$ cat src/mwto_pkg.sv
// Package for the multiwave table oscillator: constants, codes, payload types, sine table.
`default_nettype none

package mwto_pkg;

  // Table and phase geometry
  localparam int unsigned TABLE_BITS      = 8;
  localparam int unsigned PHASE_FRAC_BITS = 24;
  localparam int unsigned TAB_N           = 1 << TABLE_BITS;
  localparam int unsigned TAB_MASK        = TAB_N - 1;
  localparam int unsigned TAB_HALF        = TAB_N >> 1;
  localparam int unsigned TAB_QTR         = TAB_N >> 2;
  localparam int unsigned QIDX_W          = TABLE_BITS - 1;
  localparam int unsigned TRI_LO          = TAB_MASK / 4;
  localparam int unsigned TRI_HI          = 3 * TAB_MASK / 4;
  localparam int unsigned SCALE_SH        = 15 - TABLE_BITS;
  localparam int unsigned THR_W           = 9;
  localparam int unsigned CMP_W           = (TABLE_BITS > THR_W) ? TABLE_BITS : THR_W;

  // Datapath widths
  localparam int unsigned ENV_W  = 17;
  localparam int unsigned VOL_W  = 16;
  localparam int unsigned MAG_W  = 16;
  localparam int unsigned WAVE_W = 17;
  localparam int unsigned MUL_A_W = ENV_W + VOL_W;
  localparam int unsigned MUL_B_W = 17;
  localparam int unsigned PROD_W  = MUL_A_W + MUL_B_W;
  localparam int unsigned PCM_LSB = 31;
  localparam int unsigned PCM_W   = 18;

  // Configuration port
  localparam int unsigned CFG_IDX_W  = 4;
  localparam int unsigned CFG_DATA_W = 32;
  localparam logic [THR_W-1:0] THR_RESET = THR_W'(128);

  typedef enum logic [CFG_IDX_W-1:0] {
    CFG_WAVEFORM  = 4'd0,
    CFG_STEP      = 4'd1,
    CFG_VOLUME    = 4'd2,
    CFG_THRESHOLD = 4'd3
  } cfg_idx_e;

  typedef enum logic [1:0] {
    WAVE_SINE  = 2'd0,
    WAVE_SAW   = 2'd1,
    WAVE_TRI   = 2'd2,
    WAVE_PULSE = 2'd3
  } wave_e;

  typedef enum logic [1:0] {
    ST_IDLE,
    ST_WAVE,
    ST_MUL,
    ST_SUM
  } state_e;

  typedef struct packed {
    logic [ENV_W-1:0]   envelope_level;
    logic signed [31:0] mix_in_left;
    logic signed [31:0] mix_in_right;
  } in_req_t;

  typedef struct packed {
    logic signed [31:0] mix_out_left;
    logic signed [31:0] mix_out_right;
  } out_req_t;

  // Quarter-wave sine, 32768*sin(2*pi*q/N) for q = 0..N/4, built at elaboration
  typedef logic [MAG_W-1:0] sine_tab_t [TAB_QTR+1];

  localparam logic [63:0] PI_Q62 = 64'hC90FDAA22168C235;
  localparam logic [63:0] Q31_ONE = 64'h0000_0000_8000_0000;
  // Series divisors, innermost term first (entry 0 is the rightmost)
  localparam logic [5:0][63:0] SINE_DIVS = {64'd6, 64'd20, 64'd42, 64'd72, 64'd110, 64'd156};

  function automatic sine_tab_t build_sine_tab();
    sine_tab_t   tab;
    logic [63:0] x;
    logic [63:0] x2;
    logic [63:0] t;
    logic [63:0] d;
    logic [63:0] s;
    for (int unsigned q = 0; q <= TAB_QTR; q++) begin
      x  = ((((PI_Q62 >> 20) * 64'(q)) >> (TABLE_BITS - 1)) + 64'd1024) >> 11;
      x2 = ((x * x) + (64'd1 << 30)) >> 31;
      t  = Q31_ONE;
      for (int k = 0; k < 6; k++) begin
        d = ((x2 * t) >> 31) / SINE_DIVS[k];
        t = (d >= Q31_ONE) ? 64'd0 : (Q31_ONE - d);
      end
      s = (x * t) >> 31;
      s = (s + (64'd1 << 15)) >> 16;
      if (s > 64'd32767) begin
        s = 64'd32767;
      end
      tab[q] = MAG_W'(s);
    end
    return tab;
  endfunction

  localparam sine_tab_t SINE_TAB = build_sine_tab();

endpackage

`default_nettype wire

$ cat src/multiwave_table_oscillator_top.sv
// Multiwave table oscillator: phase accumulator, waveform lookup, shared multiplier, mixer.
// Requests are accepted in IDLE only; the waveform/envelope step and the wave-magnitude
// multiply then run in turn on the single shared multiplier, and the mix add follows, so a
// new request waits until the last leaves the add step, which a stalled output holds.
// Reset: asynchronous, clears phase, registers to their defaults and all valid state.
`default_nettype none

module multiwave_table_oscillator_top (
  input  wire logic                                clk_i,
  input  wire logic                                rst_ni,
  // Configuration write port
  input  wire logic                                cfg_we_i,
  input  wire logic [mwto_pkg::CFG_IDX_W-1:0]      cfg_index_i,
  input  wire logic [mwto_pkg::CFG_DATA_W-1:0]     cfg_wdata_i,
  // Sample request channel
  input  wire logic                                in_valid_i,
  output logic                                     in_ready_o,
  input  wire mwto_pkg::in_req_t                   in_data_i,
  // Mixed result channel
  output logic                                     out_valid_o,
  input  wire logic                                out_ready_i,
  output mwto_pkg::out_req_t                       out_data_o
);

  // ---------------------------------------------------------------------------
  // Configuration registers
  // ---------------------------------------------------------------------------
  mwto_pkg::wave_e                     wave_q;
  logic [31:0]                         step_q;
  logic [mwto_pkg::VOL_W-1:0]          volume_q;
  logic [mwto_pkg::THR_W-1:0]          thr_q;

  always_ff @(posedge clk_i or negedge rst_ni) begin
    if (!rst_ni) begin
      wave_q   <= mwto_pkg::WAVE_SINE;
      step_q   <= '0;
      volume_q <= '0;
      thr_q    <= mwto_pkg::THR_RESET;
    end else if (cfg_we_i) begin
      // Drop writes to indexes beyond the register list.
      unique case (cfg_index_i)
        mwto_pkg::CFG_WAVEFORM:  wave_q   <= mwto_pkg::wave_e'(cfg_wdata_i[1:0]);
        mwto_pkg::CFG_STEP:      step_q   <= cfg_wdata_i;
        mwto_pkg::CFG_VOLUME:    volume_q <= cfg_wdata_i[mwto_pkg::VOL_W-1:0];
        mwto_pkg::CFG_THRESHOLD: thr_q    <= cfg_wdata_i[mwto_pkg::THR_W-1:0];
        default: ;
      endcase
    end
  end

  // ---------------------------------------------------------------------------
  // Sequencer state and control
  // ---------------------------------------------------------------------------
  mwto_pkg::state_e state_q, state_d;
  logic             accept;
  logic             mul_sel_wave;   // 0: envelope x volume, 1: product x wave magnitude
  logic             mul_en;
  logic             sum_load;
  logic             out_free;

  assign accept   = in_valid_i && in_ready_o;
  assign out_free = !out_valid_o || out_ready_i;

  always_comb begin
    state_d = state_q;
    unique case (state_q)
      mwto_pkg::ST_IDLE: if (in_valid_i) state_d = mwto_pkg::ST_WAVE;
      mwto_pkg::ST_WAVE: state_d = mwto_pkg::ST_MUL;
      mwto_pkg::ST_MUL:  state_d = mwto_pkg::ST_SUM;
      mwto_pkg::ST_SUM:  if (out_free) state_d = mwto_pkg::ST_IDLE;
      default:           state_d = mwto_pkg::ST_IDLE;
    endcase
  end

  always_comb begin
    in_ready_o   = 1'b0;
    mul_en       = 1'b0;
    mul_sel_wave = 1'b0;
    sum_load     = 1'b0;
    unique case (state_q)
      mwto_pkg::ST_IDLE: in_ready_o = 1'b1;
      mwto_pkg::ST_WAVE: mul_en = 1'b1;
      mwto_pkg::ST_MUL: begin
        mul_en       = 1'b1;
        mul_sel_wave = 1'b1;
      end
      mwto_pkg::ST_SUM:  sum_load = out_free;
      default: ;
    endcase
  end

  always_ff @(posedge clk_i or negedge rst_ni) begin
    if (!rst_ni) begin
      state_q <= mwto_pkg::ST_IDLE;
    end else begin
      state_q <= state_d;
    end
  end

  // ---------------------------------------------------------------------------
  // Phase accumulator and request capture
  // ---------------------------------------------------------------------------
  logic [31:0]                         phase_q;
  logic [mwto_pkg::TABLE_BITS-1:0]     idx_q;
  logic [mwto_pkg::ENV_W-1:0]          env_q;
  logic signed [31:0]                  left_q;
  logic signed [31:0]                  right_q;
  logic                                vol_zero;

  assign vol_zero = (volume_q == '0);

  // The lookup uses the phase before the advance; zero volume freezes the phase.
  always_ff @(posedge clk_i or negedge rst_ni) begin
    if (!rst_ni) begin
      phase_q <= '0;
    end else if (accept && !vol_zero) begin
      phase_q <= phase_q + step_q;
    end
  end

  always_ff @(posedge clk_i) begin
    if (accept) begin
      idx_q   <= mwto_pkg::TABLE_BITS'(phase_q >> mwto_pkg::PHASE_FRAC_BITS);
      env_q   <= in_data_i.envelope_level;
      left_q  <= in_data_i.mix_in_left;
      right_q <= in_data_i.mix_in_right;
    end
  end

  // ---------------------------------------------------------------------------
  // Waveform generation as sign and magnitude
  // ---------------------------------------------------------------------------
  logic [mwto_pkg::TABLE_BITS:0]        idx_ext;
  logic [mwto_pkg::QIDX_W-1:0]          qidx;
  logic                                 sine_neg;
  logic signed [mwto_pkg::WAVE_W-1:0]   saw_v;
  logic signed [mwto_pkg::WAVE_W-1:0]   tri_v;
  logic signed [mwto_pkg::WAVE_W-1:0]   lin_v;
  logic                                 wave_neg;
  logic [mwto_pkg::MAG_W-1:0]           wave_mag;
  logic                                 neg_q;
  logic [mwto_pkg::MAG_W-1:0]           mag_q;

  assign idx_ext = {1'b0, idx_q};

  // Fold the full-cycle index onto the quarter-wave table.
  always_comb begin
    priority if (idx_ext <= (mwto_pkg::TABLE_BITS+1)'(mwto_pkg::TAB_QTR)) begin
      qidx     = mwto_pkg::QIDX_W'(idx_ext);
      sine_neg = 1'b0;
    end else if (idx_ext <= (mwto_pkg::TABLE_BITS+1)'(mwto_pkg::TAB_HALF)) begin
      qidx     = mwto_pkg::QIDX_W'((mwto_pkg::TABLE_BITS+1)'(mwto_pkg::TAB_HALF) - idx_ext);
      sine_neg = 1'b0;
    end else if (idx_ext < (mwto_pkg::TABLE_BITS+1)'(mwto_pkg::TAB_HALF + mwto_pkg::TAB_QTR))
    begin
      qidx     = mwto_pkg::QIDX_W'(idx_ext - (mwto_pkg::TABLE_BITS+1)'(mwto_pkg::TAB_HALF));
      sine_neg = 1'b1;
    end else begin
      qidx     = mwto_pkg::QIDX_W'((mwto_pkg::TABLE_BITS+1)'(mwto_pkg::TAB_N) - idx_ext);
      sine_neg = 1'b1;
    end
  end

  always_comb begin
    saw_v = $signed(mwto_pkg::WAVE_W'({idx_q, 1'b0}))
          - $signed(mwto_pkg::WAVE_W'(mwto_pkg::TAB_N));
    saw_v = saw_v <<< mwto_pkg::SCALE_SH;

    priority if (idx_q > mwto_pkg::TABLE_BITS'(mwto_pkg::TRI_HI)) begin
      tri_v = $signed(mwto_pkg::WAVE_W'({idx_q, 2'b00}))
            - $signed(mwto_pkg::WAVE_W'(4 * mwto_pkg::TAB_MASK));
    end else if (idx_q > mwto_pkg::TABLE_BITS'(mwto_pkg::TRI_LO)) begin
      tri_v = $signed(mwto_pkg::WAVE_W'(2 * mwto_pkg::TAB_MASK))
            - $signed(mwto_pkg::WAVE_W'({idx_q, 2'b00}));
    end else begin
      tri_v = $signed(mwto_pkg::WAVE_W'({idx_q, 2'b00}));
    end
    tri_v = tri_v <<< mwto_pkg::SCALE_SH;
  end

  always_comb begin
    lin_v = (wave_q == mwto_pkg::WAVE_SAW) ? saw_v : tri_v;
    unique case (wave_q)
      mwto_pkg::WAVE_SINE: begin
        wave_neg = sine_neg;
        wave_mag = mwto_pkg::SINE_TAB[qidx];
      end
      mwto_pkg::WAVE_SAW, mwto_pkg::WAVE_TRI: begin
        wave_neg = lin_v[mwto_pkg::WAVE_W-1];
        wave_mag = wave_neg ? mwto_pkg::MAG_W'(-lin_v) : mwto_pkg::MAG_W'(lin_v);
      end
      mwto_pkg::WAVE_PULSE: begin
        // Positive only above the threshold; full scale either way.
        wave_neg = !(mwto_pkg::CMP_W'(idx_q) > mwto_pkg::CMP_W'(thr_q));
        wave_mag = mwto_pkg::MAG_W'(32768);
      end
      default: begin
        wave_neg = 1'b0;
        wave_mag = '0;
      end
    endcase
  end

  always_ff @(posedge clk_i) begin
    if (state_q == mwto_pkg::ST_WAVE) begin
      neg_q <= wave_neg;
      mag_q <= wave_mag;
    end
  end

  // ---------------------------------------------------------------------------
  // Shared multiplier: envelope x volume, then that product x wave magnitude
  // ---------------------------------------------------------------------------
  logic [mwto_pkg::MUL_A_W-1:0] mul_a;
  logic [mwto_pkg::MUL_B_W-1:0] mul_b;
  logic [mwto_pkg::PROD_W-1:0]  prod_q;

  always_comb begin
    if (mul_sel_wave) begin
      mul_a = prod_q[mwto_pkg::MUL_A_W-1:0];
      mul_b = mwto_pkg::MUL_B_W'(mag_q);
    end else begin
      mul_a = mwto_pkg::MUL_A_W'(env_q);
      mul_b = mwto_pkg::MUL_B_W'(volume_q);
    end
  end

  always_ff @(posedge clk_i) begin
    if (mul_en) begin
      prod_q <= mwto_pkg::PROD_W'(mul_a) * mwto_pkg::PROD_W'(mul_b);
    end
  end

  // ---------------------------------------------------------------------------
  // Mix add and output register
  // ---------------------------------------------------------------------------
  logic [mwto_pkg::PCM_W-1:0] pcm_mag;
  logic [31:0]                pcm;
  logic                       out_valid_q;
  mwto_pkg::out_req_t         out_q;

  // Truncate toward zero: shift the magnitude, then apply the sign.
  assign pcm_mag = prod_q[mwto_pkg::PCM_LSB +: mwto_pkg::PCM_W];

  always_comb begin
    if (vol_zero) begin
      pcm = '0;
    end else if (neg_q) begin
      pcm = 32'(0) - 32'(pcm_mag);
    end else begin
      pcm = 32'(pcm_mag);
    end
  end

  always_ff @(posedge clk_i or negedge rst_ni) begin
    if (!rst_ni) begin
      out_valid_q <= 1'b0;
    end else if (sum_load) begin
      out_valid_q <= 1'b1;
    end else if (out_ready_i) begin
      out_valid_q <= 1'b0;
    end
  end

  always_ff @(posedge clk_i) begin
    if (sum_load) begin
      out_q.mix_out_left  <= left_q + $signed(pcm);
      out_q.mix_out_right <= right_q + $signed(pcm);
    end
  end

  assign out_valid_o = out_valid_q;
  assign out_data_o  = out_q;

  // ---------------------------------------------------------------------------
  // Assertions
  // ---------------------------------------------------------------------------
  a_accept_starts_wave : assert property (@(posedge clk_i) disable iff (!rst_ni)
    accept |=> state_q == mwto_pkg::ST_WAVE)
    else $error("accepted request did not start the waveform step");

  a_zero_volume_freeze : assert property (@(posedge clk_i) disable iff (!rst_ni)
    vol_zero |=> $stable(phase_q))
    else $error("phase advanced with zero volume");

  a_result_from_sum : assert property (@(posedge clk_i) disable iff (!rst_ni)
    $rose(out_valid_o) |-> $past(state_q) == mwto_pkg::ST_SUM)
    else $error("result appeared outside the add step");

  a_stall_holds_sum : assert property (@(posedge clk_i) disable iff (!rst_ni)
    (state_q == mwto_pkg::ST_SUM) && out_valid_o && !out_ready_i
      |=> state_q == mwto_pkg::ST_SUM)
    else $error("add step left while the output was stalled");

endmodule

`default_nettype wire

$ cat config.mk
export PLATFORM = sky130hd
export DESIGN_NAME = multiwave_table_oscillator_top
export DESIGN_NICKNAME = d
export VERILOG_FILES = /design/src/mwto_pkg.sv /design/src/multiwave_table_oscillator_top.sv
export SDC_FILE = /design/constraint.sdc
export NUM_CORES = 2
export LEC_CHECK = 0
export ABC_AREA = 1
export ABC_CLOCK_PERIOD_IN_PS = 17240
export BUFFER_PORTS_ARGS = -buffer_cell sky130_fd_sc_hd__buf_2
export CORE_MARGIN = 4
export CORE_UTILIZATION = 47
export CTS_CLUSTER_SIZE = 28
export DETAILED_ROUTE_END_ITERATION = 8
export HOLD_SLACK_MARGIN = 0.02
export PLACE_DENSITY = 0.72
export SLEW_MARGIN = 20
export SYNTH_ARGS = -nofsm -noshare
export SYNTH_HDL_FRONTEND = slang
export SYNTH_SLANG_ARGS = --single-unit
$ cat constraint.sdc
create_clock -name clk_i -period 17.24 [get_ports clk_i]
set_input_delay 3.448 -clock clk_i [delete_from_list [all_inputs] [get_ports clk_i]]
set_output_delay 3.448 -clock clk_i [all_outputs]
set_load 0.02 [all_outputs]
==> flow_metrics.env <==
export IMPL_wl_per_cell_um=19.50
export IMPL_route_antenna_remaining_nets=0
export IMPL_drt_met1_wl_um=43060
export IMPL_num_vias=29310
export IMPL_critPathTopFamily="adder cells"
export IMPL_cts_hold_buf=0
export IMPL_via_per_inst=5.405
export IMPL_antenna_found_initial=1
export IMPL_finalCriticalPeriod_ns=8.252
export IMPL_cts_buffers=39
export IMPL_post_cts_buffers=0
export IMPL_path_class="reg2reg"
export IMPL_hold_class="reg2reg"
export IMPL_clock_fmax_mhz=121.2
export IMPL_critPathBufInv=5
export IMPL_fillerInstances=7057
export IMPL_drv_slew=0
export IMPL_cp_arrival_ns=8.58
export IMPL_cts_clk_slew_worst_paths_ns=0.06
export IMPL_gp_congestion=1.028
export IMPL_crit_path_start_kind="flip-flop"
export IMPL_dr_wl_met2_um=47570
export IMPL_rrSetupSlack_ns=8.99
export IMPL_synth_edf_count=219
export IMPL_grt_pass1_vias=29440
export IMPL_met3_length_um=10390
export IMPL_grt_pass1_wl_um=164200
export IMPL_synthCells=4261
export IMPL_grt_max_degree=67
export IMPL_htree_levels=2
export IMPL_first_pass_iters=6
export IMPL_cp_slowest_cell="buf_4"
export IMPL_synth_top_area_cell="fa_1"
export IMPL_skew_ns=0.03335
export IMPL_ys_seq_elements=313
export IMPL_worst_pin_slew_ns=1.127
export IMPL_start_util=0.4746
export IMPL_overflow=0
export IMPL_row_count=100
export IMPL_synth_distinct_cells=56
export IMPL_syn2layout_area_growth_pct=9.216
export IMPL_place_detailed_hpwl_um=84430
export IMPL_synth_warnings=0
export IMPL_finalSetupViolCount=0
export IMPL_hold_slack_ns=0.4813
export IMPL_dieWidth_um=282.4
export IMPL_final_common_cell="nand2_1"
export IMPL_synth_area_um2=35400
export IMPL_dr_max_layer_used="met4"
export IMPL_layout_drive_gt1_share=0.08019
export IMPL_cp_end_kind="flip-flop"
export IMPL_status="complete, no violations"
export IMPL_worstPathRequired_ns=17.57
export IMPL_cts_tree="built"
export IMPL_yosys_area_top_type_share=0.2460
export IMPL_synthFlopType="edfxtp_1"
export IMPL_insertion_delay_ns=0.60
export IMPL_finalHoldViolCount=0
export IMPL_nets=5232
export IMPL_remaining_drc_errors=0
export IMPL_seq_area_frac_synth=0.2523
export IMPL_portBuffers=187
export IMPL_ys_top_cells_by_area="fa_1 (25%), edfxtp_1 (19%), nand2_1 (10%)"
export IMPL_io_pins=188
export IMPL_cpPeakStageDelay_ns=0.64
export IMPL_drt_iter0_markers=2764
export IMPL_routed_wl_um=105700
export IMPL_tns_ns=0
export IMPL_synth_fp_nets=5070
export IMPL_fp_dieH_um=282.4
export IMPL_maxSlewHeadroom=0.2483
export IMPL_ctsResizeCount=0
export IMPL_crit_top_cell="fa_1"
export IMPL_async_flop_share=0.3003
export IMPL_cap_violations=0
export IMPL_worstPathMaxFanout=66
export IMPL_cts_root_buffer="clkbuf_16"
export IMPL_fp_coreArea_um2=74570
export IMPL_fp_dieArea_um2=79760
export IMPL_clkSinkCount=313
export IMPL_finalCritPeriodShare=0.4786
export IMPL_grtUsageTotal=0.2655
export IMPL_synth_avg_cell_area_um2=8.307
export IMPL_layout_common_cells="nand2_1 (980), inv_1 (787), fa_1 (435)"
export IMPL_rsz0062_at_grt="no"
export IMPL_cts_buffer_depth=3
sequential cells by signal, summed over array words and instances, names as in the netlist, 17 cells and up:
| register | flops |
|---|---|
| step_q | 32 |
| phase_q | 32 |
| left_q | 32 |
| env_q | 17 |
| out_data_o | 64 |
| prod_q | 49 |
| right_q | 32 |
Yosys cell counts, types with 4 or more instances:
cell,number
a31oi_1,13
buf_6,12
clkbuf_1,65
o21bai_1,12
o31ai_1,6
o2111ai_1,4
xnor2_1,42
nand2_1,980
nor2_1,425
a21boi_0,5
a21o_1,17
inv_1,788
dfrtp_1,93
nor3_1,28
ha_1,252
a211oi_1,6
nand3_1,168
nor4_1,11
edfxtp_1,219
or2_2,8
o21ai_1,26
o21a_1,9
a21oi_1,204
nand4_1,25
o211ai_1,6
nand3_2,7
nand2_2,12
buf_2,14
buf_1,5
xor2_1,86
clkinv_1,16
buf_4,4
a221oi_1,5
o21ai_0,193
nand2_4,5
inv_2,6
mux2_2,16
fa_1,435
path summary, 6_finish.rpt:
check,startpoint,endpoint,cells after the start
worst max-delay path,state_q[0]$_DFFE_PN0P_,prod_q[38]$_DFFE_PP_,26
worst min-delay path,phase_q[26]$_DFFE_PN0P_,idx_q[2]$_DFFE_PP_,0
worst max register to register,state_q[0]$_DFFE_PN0P_,prod_q[38]$_DFFE_PP_,26
worst min register to register,phase_q[26]$_DFFE_PN0P_,idx_q[2]$_DFFE_PP_,0
max in group asynchronous,rst_ni,thr_q[4]$_DFFE_PN0P_,2
min in group asynchronous,rst_ni,phase_q[25]$_DFFE_PN0P_,1
per-stage QoR:
stage	instance area (µm²)	util	setup WS, ns	cells
detailed placement	37330	0.5006	9.102	5351
finish	38660	0.5184	8.988	5423
global route	38650	0.5184	8.568	5422
global placement	37330	0.5006	9.191	5351
floorplan	35400	-	10.15	4261
CTS	38650	0.5183	9.049	5421
cell families after synthesis:
logic type | synth area share
DFF | 0.2523
buffers and inverters | 0.1012
muxes | 0.005090
and+or+nand+nor | 0.1944
xor gates and xnor gates | 0.03167
AOI/OAI and AO/OA | 0.08024
adders and majority gates | 0.3351
final cells by class:
| cell class | instances | area [µm²] | share of cell area |
|---|---|---|---|
| Multi-Input combinational cell | 3034 | 22920 | 0.5930 |
| Clock inverter | 23 | 291.5 | 0.007541 |
| Inverter | 813 | 3067 | 0.07933 |
| Tap cell | 969 | 1212 | 0.03136 |
| Clock buffer | 47 | 1027 | 0.02657 |
| Antenna cell | 2 | 5.005 | 0.0001295 |
| Timing Repair Buffer | 222 | 1201 | 0.03107 |
| Sequential cell | 313 | 8930 | 0.2310 |
metal layers:
metal,vias up,track usage
li1,13660,-
met1,14100,0.3566
met2,1294,0.4199
met3,253,0.06677
met4,0,0.09738
met5,-,0
Power is not shown: default switching activity piles up to over one toggle a cycle in this logic, so the estimate is an artifact.
